<file path="src/hw/rtl/bcth_pkg.sv">
`default_nettype none

package bcth_pkg;

  // fixed field widths of the ports
  localparam int ACTION_W    = 2;
  localparam int WORD_W      = 32;
  localparam int BIN_W       = 15;
  localparam int OUT_COUNT_W = 64;
  localparam int BUCKET_W    = 2;
  localparam int CFG_IDX_W   = 2;
  localparam int CFG_DATA_W  = 6;

  // popcount of a word and the counters compared with it
  localparam int ONES_W = 6;
  localparam int SEEN_W = 6;
  localparam logic [SEEN_W-1:0] SEEN_MAX = '1;

  // actions
  localparam logic [ACTION_W-1:0] ACT_SAMPLE = 2'd0;
  localparam logic [ACTION_W-1:0] ACT_READ   = 2'd1;
  localparam logic [ACTION_W-1:0] ACT_CLEAR  = 2'd2;

  // configuration register indexes
  localparam logic [CFG_IDX_W-1:0] CFG_GRAY_MODE  = 2'd0;
  localparam logic [CFG_IDX_W-1:0] CFG_LOW_THR    = 2'd1;
  localparam logic [CFG_IDX_W-1:0] CFG_HIGH_THR   = 2'd2;
  localparam logic [CFG_IDX_W-1:0] CFG_PRIME_CNT  = 2'd3;

  // configuration reset values
  localparam logic              GRAY_MODE_RST = 1'b1;
  localparam logic [ONES_W-1:0] LOW_THR_RST   = 6'd14;
  localparam logic [ONES_W-1:0] HIGH_THR_RST  = 6'd19;
  localparam logic [SEEN_W-1:0] PRIME_CNT_RST = 6'd32;

  // bucket codes
  localparam logic [BUCKET_W-1:0] BKT_LOW  = 2'd0;
  localparam logic [BUCKET_W-1:0] BKT_MID  = 2'd1;
  localparam logic [BUCKET_W-1:0] BKT_HIGH = 2'd2;

  // masks of the pairwise popcount tree
  localparam logic [WORD_W-1:0] POP_M1  = 32'h5555_5555;
  localparam logic [WORD_W-1:0] POP_M2  = 32'h3333_3333;
  localparam logic [WORD_W-1:0] POP_M4  = 32'h0f0f_0f0f;
  localparam logic [WORD_W-1:0] POP_M8  = 32'h00ff_00ff;
  localparam logic [WORD_W-1:0] POP_M16 = 32'h0000_ffff;

  // result queue
  localparam int FIFO_DEPTH = 3;
  localparam int FIFO_LVL_W = 2;
  localparam int FIFO_PTR_W = 2;

  typedef struct packed {
    logic [OUT_COUNT_W-1:0] bin_count;
    logic [BIN_W-1:0]       bin_touched;
    logic [BUCKET_W-1:0]    sample_bucket;
    logic                   counted;
  } result_t;

endpackage

`default_nettype wire

</file>
<file path="src/hw/rtl/bcth_bucket.sv">
`default_nettype none

module bcth_bucket (
  input  logic [bcth_pkg::WORD_W-1:0]   word,
  input  logic                          gray_mode,
  input  logic [bcth_pkg::ONES_W-1:0]   low_thr,
  input  logic [bcth_pkg::ONES_W-1:0]   high_thr,
  output logic [bcth_pkg::BUCKET_W-1:0] bucket
);
  import bcth_pkg::*;

  logic [WORD_W-1:0] v0, v1, v2, v3, v4, v5;
  logic [ONES_W-1:0] ones;

  // gray code drops the bit shifted out at the top
  assign v0 = gray_mode ? (word ^ {word[WORD_W-2:0], 1'b0}) : word;

  assign v1 = (v0 & POP_M1)  + ((v0 >> 1)  & POP_M1);
  assign v2 = (v1 & POP_M2)  + ((v1 >> 2)  & POP_M2);
  assign v3 = (v2 & POP_M4)  + ((v2 >> 4)  & POP_M4);
  assign v4 = (v3 & POP_M8)  + ((v3 >> 8)  & POP_M8);
  assign v5 = (v4 & POP_M16) + ((v4 >> 16) & POP_M16);
  assign ones = v5[ONES_W-1:0];

  // low threshold wins when thresholds cross
  always_comb begin
    if (ones < low_thr) begin
      bucket = BKT_LOW;
    end else if (ones >= high_thr) begin
      bucket = BKT_HIGH;
    end else begin
      bucket = BKT_MID;
    end
  end

endmodule

`default_nettype wire

</file>
<file path="config.mk">
export PLATFORM = sky130hd
export DESIGN_NAME = bcth_bucket
export DESIGN_NICKNAME = d
export VERILOG_FILES = /design/src/hw/rtl/bcth_pkg.sv /design/src/hw/rtl/bcth_bucket.sv
export SDC_FILE = /design/constraint.sdc
export NUM_CORES = 1
export LEC_CHECK = 0
export BUFFER_PORTS_ARGS = -buffer_cell sky130_fd_sc_hd__buf_4
export CAP_MARGIN = 20
export CORE_ASPECT_RATIO = 1.2
export CORE_UTILIZATION = 45
export DETAILED_ROUTE_END_ITERATION = 12
export PLACE_DENSITY = 0.72
export SETUP_SLACK_MARGIN = 0.02
export SLEW_MARGIN = 20
export SYNTH_ARGS = -nofsm -noshare
export SYNTH_HDL_FRONTEND = slang
export SYNTH_SLANG_ARGS = --single-unit
</file>
<file path="constraint.sdc">
create_clock -name vclk -period 8.75
set_input_delay 1.75 -clock vclk [all_inputs]
set_output_delay 1.75 -clock vclk [all_outputs]
set_load 0.02 [all_outputs]
</file>
==> results.md, run 1 <==
- Placed Area: around 2400 sq um
- Share of cells above drive strength 1: a little under a fifth
- First-pass iteration count of the detailed router: 4
- Hold buffer count at CTS: 0
- Fin crit period: ~8 ns
- Gr ovfl total: 0
- Core Util, Final: roughly three fifths
- Post-synthesis sequential area ratio: 0%
- Max-slew headroom: between 70% and 80%
- Layout Cells excl Fill: 319
- Setup Fix Bufs, Post-CTS: 0
- Most used cell, CP: ha_1
- Final-layout clock buffer total: 0
- Startpoint types: input port
- Post-synthesis mux area share: 0%
- Fmax: 0.123 GHz
- Netlist cell types: 21
- Synthesized Nets: around 340
- CP max FO: 31
- Drt wl/cell: between 10 and 15 um
- Unrepaired setup endpoints after global routing: no
- Commonest cells in the netlist: 60 x ha_1, 38 x xnor2_1, 31 x nand2_1
- Ant. Diodes: 0
- CORE AREA: about 4000 sq um
- FF+latch area: 0 sq um
- Chip height: around 74 um
- Area growth syn-to-layout: 20.8%
- Largest family of logic cells by synthesized area: adder cells
- Row cnt: 25
- Seq_cells: 0
- Setup tns final: 0 ns
- Worst EP arrival: 6.40 ns
- Most common cell in the netlist: ha_1
- CP endpoint kind: primary output
- Avg Inst Size Synth: 8.83 sq um
- Antenna viol nets, final: 0
- GPL Wtd Cong: approximately 0.8
- XOR/XNOR share of the synthesized area: 18.4%
- Run status: finished, final reports clean
- Setup-failing EPs final: 0
- IO Pins: 47
- Post-detail-place hpwl: between 2000 and 3000 um
- Cells after Synth: roughly 220
- Max stage delay on crit path: around 0.6 ns
- CP Class: input port to primary output
- Hold WC Path Type: input port to primary output
- Initial Utilization: 48.4%
- Largest net degree at the start of global routing: 32
- Yosys warnings: 0
- Die area: roughly 4600 sq um
- Final Cycle Share: between 90% and 100%
- Hold Path Sink: bucket[0]
- # port buffers: 47
- Worst slew pin tran: 0.317 ns
- Global Route Usage Sum: roughly 15%
- Placed insts: between 300 and 400
- CP Data Required Time: about 7 ns
- Vias in the first global route: between 1500 and 2000
- Post-synthesis simple-gate area fraction: ~9.2%
- Adder-cell share of the synthesized area: approximately 54%
- Post-synthesis compound-gate area fraction: 12.2%
- First-pass GRT wire length: between 5000 and 6000 um
- Post-synth top area share: approximately two fifths
- WL final: approximately 3200 um
- Critical-path cell list: buf_4 > nand2_1 > xnor2_1 > ha_1 > ha_1 > fa_1 > fa_1 > inv_1 > fa_1 > inv_1 > ha_1 > a21o_1 > a211oi_1 > nor2_1 > ha_1 > a2111oi_4 > a21oi_2 > nor2_1 > buf_4
- Die X: between 60 and 70 um
- Drt initial violations: 14
- Initial antenna violation count: 0
- Final Instance Area: 2360 sq um
- Fin. Hold Viols: 0
- Nets@finish: 387
- Slowest-stage cell, CP: fa_1
- Residual DRC: 0
- Post-CTS Resized: 0
- Yosys top cell by area: ha_1
- Max-cap violation count: 0
- Largest cells by area after synthesis: ha_1 38%, xnor2_1 17%, fa_1 15%
- Via/cell ratio: between 4 and 5
- Hold Path Origin: low_thr[5]
- Worst hold stages: 6
- Max Transition Viols Final: 0
- Mapped cell area: approximately 2000 sq um
- Total number of vias: roughly 1500
per-stage QoR:
stage | hold WS [ns] | setup WS [ns]
global placement | 4.06 | 0.640
finish | 4.05 | 0.601
global route | 4.14 | 0.179
CTS | 4.05 | 0.584
floorplan | 3.96 | 0.830
detailed placement | 4.05 | 0.582
layout make-up:
| class | count | area [sq um] |
|---|---|---|
| inverter | 29 | 109 |
| fill | 351 | 1680 |
| tap | 54 | 67.6 |
| timing repair buffer | 47 | 353 |
| multi-input combinational | 189 | 1830 |
worst max-delay path, delay by kind of cell:
family | cells | cell delay [ns]
XOR/XNOR | 1 | 0.14
buffers and inverters | 4 | 0.54
AND/OR/NAND/NOR | 3 | 0.30
adder cells (fa/ha/maj) | 7 | 2.75
AO/OA/AOI/OAI | 4 | 0.92
logic make-up after synthesis:
logic type | count (synthesis)
adders and majority gates | 75
and+or+nand+nor | 42
xor gates and xnor gates | 41
buffers and inverters | 32
AOI/OAI and AO/OA | 31
worst max-delay path by stage:
| stage | start | end | slack [ns] | cells past startpoint |
|---|---|---|---|---|
| 2_1_floorplan | gray_mode | bucket[1] | 0.83 | 19 |
| 3_3_place_gp | gray_mode | bucket[0] | 0.64 | 19 |
| 3_5_place_dp | gray_mode | bucket[0] | 0.58 | 22 |
| 4_1_cts | gray_mode | bucket[0] | 0.58 | 22 |
| 5_1_grt | gray_mode | bucket[0] | 0.18 | 22 |
| 6_report | gray_mode | bucket[0] | 0.60 | 19 |
placed cells by master, fill, tap and decap left out, drive strengths merged, types with 4 or more instances in the layout:
cell    instances
buf            47
a21oi           5
fa             15
xnor2          38
inv            29
o21ai           5
a211oi          4
a21o           12
nor2            4
nand2          31
ha             60
layer usage:
layer | global-route usage (%) | share of wire, %
met5 | 0 | 0
met2 | 30.5 | 52
met3 | 0 | 1.9
met4 | 0 | 0
met1 | 19.1 | 46
Power of run 1 is not shown: default switching activity piles up to over one toggle a cycle in this logic, so the estimate is an artifact.
==> run 2: changes to the inputs <==
--- a/config.mk
+++ b/config.mk
@@ -10,9 +10,9 @@
 export CORE_ASPECT_RATIO = 1.2
 export CORE_UTILIZATION = 45
 export DETAILED_ROUTE_END_ITERATION = 12
-export PLACE_DENSITY = 0.72
+export PLACE_DENSITY = 0.67
 export SETUP_SLACK_MARGIN = 0.02
-export SLEW_MARGIN = 20
+export SLEW_MARGIN = 25
 export SYNTH_ARGS = -nofsm -noshare
 export SYNTH_HDL_FRONTEND = slang
 export SYNTH_SLANG_ARGS = --single-unit
==> run 2 against run 1 <==
Compared with the run above:
- final area is the same
- die area is the same
- routed wire length shrank 0.47%
- worst hold slack lost 0.011 ns
- via count grew 1.7%
- critical path depth grew 1
- global-route usage grew 0.44 points
- utilization is the same
- worst setup slack lost 0.021 ns
- maximum frequency shrank 0.26%
- sequential cell count is the same
- critical path type unchanged
- largest cell class unchanged
- highest routed layer unchanged
==> results.md, run 2 (synthesis gave the netlist of run 1 again) <==
- Run status: finished, final reports clean (unchanged)
- First-pass GRT wire length: 6070 um (was 5910 um)
- CP Class: input port to primary output (unchanged)
- GPL Wtd Cong: 0.773 (was 0.784)
- Largest net degree at the start of global routing: 32 (unchanged)
- Most used cell, CP: fa_1 (was ha_1)
- Commonest non-fill, non-tap cell in the layout: ha_1 (unchanged)
- Max Transition Viols Final: 0 (unchanged)
- Setup-failing EPs final: 0 (unchanged)
- Critical-path cell list: buf_4 > nand2_1 > xnor2_1 > ha_1 > ha_1 > fa_1 > fa_1 > inv_1 > fa_1 > inv_1 > fa_1 > a21o_1 > a21oi_1 > xnor2_1 > ha_1 > a211oi_1 > o21ai_0 > a21oi_1 > a211oi_1 > buf_4 (was buf_4 > nand2_1 > xnor2_1 > ha_1 > ha_1 > fa_1 > fa_1 > inv_1 > fa_1 > inv_1 > ha_1 > a21o_1 > a211oi_1 > nor2_1 > ha_1 > a2111oi_4 > a21oi_2 > nor2_1 > buf_4)
- Gr ovfl total: 0 (unchanged)
- Residual DRC: 0 (unchanged)
- Startpoint types: input port (unchanged)
- Post-detail-place hpwl: 3040 um (was 2990 um)
- Die X: 62.1 um (unchanged)
- CP bufs+invs: 4 (unchanged)
- Fin crit period: 8.17 ns (was 8.15 ns)
- Global Route Usage Sum: 15.5% (was 15.0%)
- Ant. Diodes: 0 (unchanged)
- Seq_cells: 0 (unchanged)
- Nets@finish: 387 (unchanged)
- Place WS: 0.586 ns (was 0.582 ns)
- Worst hold stages: 6 (unchanged)
- Most frequent cells in the layout: 60 x ha_1, 47 x buf_4, 38 x xnor2_1, 31 x nand2_1, 29 x inv_1 (unchanged)
- # port buffers: 47 (unchanged)
- IO Pins: 47 (unchanged)
- Max-slew headroom: 79.8% (was 78.9%)
- Hold WC Path Type: input port to primary output (unchanged)
- Fmax: 0.122 GHz (was 0.123 GHz)
- Worst slew pin tran: 0.304 ns (was 0.317 ns)
- Setup tns final: 0 ns (unchanged)
- Total number of vias: 1557 (was 1531)
- Area growth syn-to-layout: 20.8% (unchanged)
- CP endpoint kind: primary output (unchanged)
- Max-cap violation count: 0 (unchanged)
- Drt wl/cell: 9.99 um (was 10.0 um)
- Chip height: 74.1 um (unchanged)
- Die area: 4610 sq um (unchanged)
- CP max FO: 31 (unchanged)
- Post-route setup slack: 0.580 ns (was 0.601 ns)
- Slowest-stage cell, CP: fa_1 (unchanged)
- Top delay family on crit path: adder cells (unchanged)
- Worst EP arrival: 6.42 ns (was 6.40 ns)
- Initial antenna violation count: 0 (unchanged)
- Initial Utilization: 48.4% (unchanged)
- Row cnt: 25 (unchanged)
- Setup Fix Bufs, Post-CTS: 0 (unchanged)
- Via/cell ratio: 4.88 (was 4.80)
- Vias in the first global route: 1478 (was 1511)
- Antenna viol nets, final: 0 (unchanged)
- First-pass iteration count of the detailed router: 4 (unchanged)
- WL final: 3190 um (was 3200 um)
- Final-layout clock buffer total: 0 (unchanged)
- CORE AREA: 4040 sq um (unchanged)
- Hold buffer count at CTS: 0 (unchanged)
- Post-CTS Resized: 0 (unchanged)
- Share of cells above drive strength 1: 18.9% (unchanged)
- Fin. Hold Viols: 0 (unchanged)
- Max stage delay on crit path: 0.59 ns (about the same)
- Drt initial violations: 24 (was 14)
- FF+latch area: 0 sq um (unchanged)
- Final Cycle Share: 93.4% (was 93.1%)
- Unrepaired setup endpoints after global routing: no (unchanged)
- CP Data Required Time: 7.00 ns (about the same)
- CP Depth: 20 (was 19)
==> run 2: metal layers <==
metal | GRT usage [%] | wire [um]
met1 | 21.5 | 1470
met2 | 28.8 | 1670
met3 | 0.307 | 48
met4 | 0 | 0
met5 | 0 | 0
==> run 2: cell type report <==
class	instances	area, sq um
Tap cell	54	67.6
Fill cell	372	1680
Timing Repair Buffer	47	353
Multi-Input combinational cell	189	1830
Inverter	29	109
==> run 2: per-stage QoR <==
stage / cell area [sq um] / hold WS [ns] / instances / util [%]
finish: 2360 / 4.04 / 319 / 58.4
detailed placement: 2360 / 4.05 / 319 / 58.4
CTS: 2360 / 4.05 / 319 / 58.4
global placement: 2360 / 4.06 / 319 / 58.4
floorplan: 1950 / 3.96 / 221 / -
global route: 2360 / 4.10 / 319 / 58.4
==> run 2: final timing paths <==
| check | from | end | slack [ns] |
|---|---|---|---|
| max | gray_mode | bucket[1] | 0.58 |
| min | low_thr[5] | bucket[0] | 4.04 |
Power of run 2 is left out for the same reason.
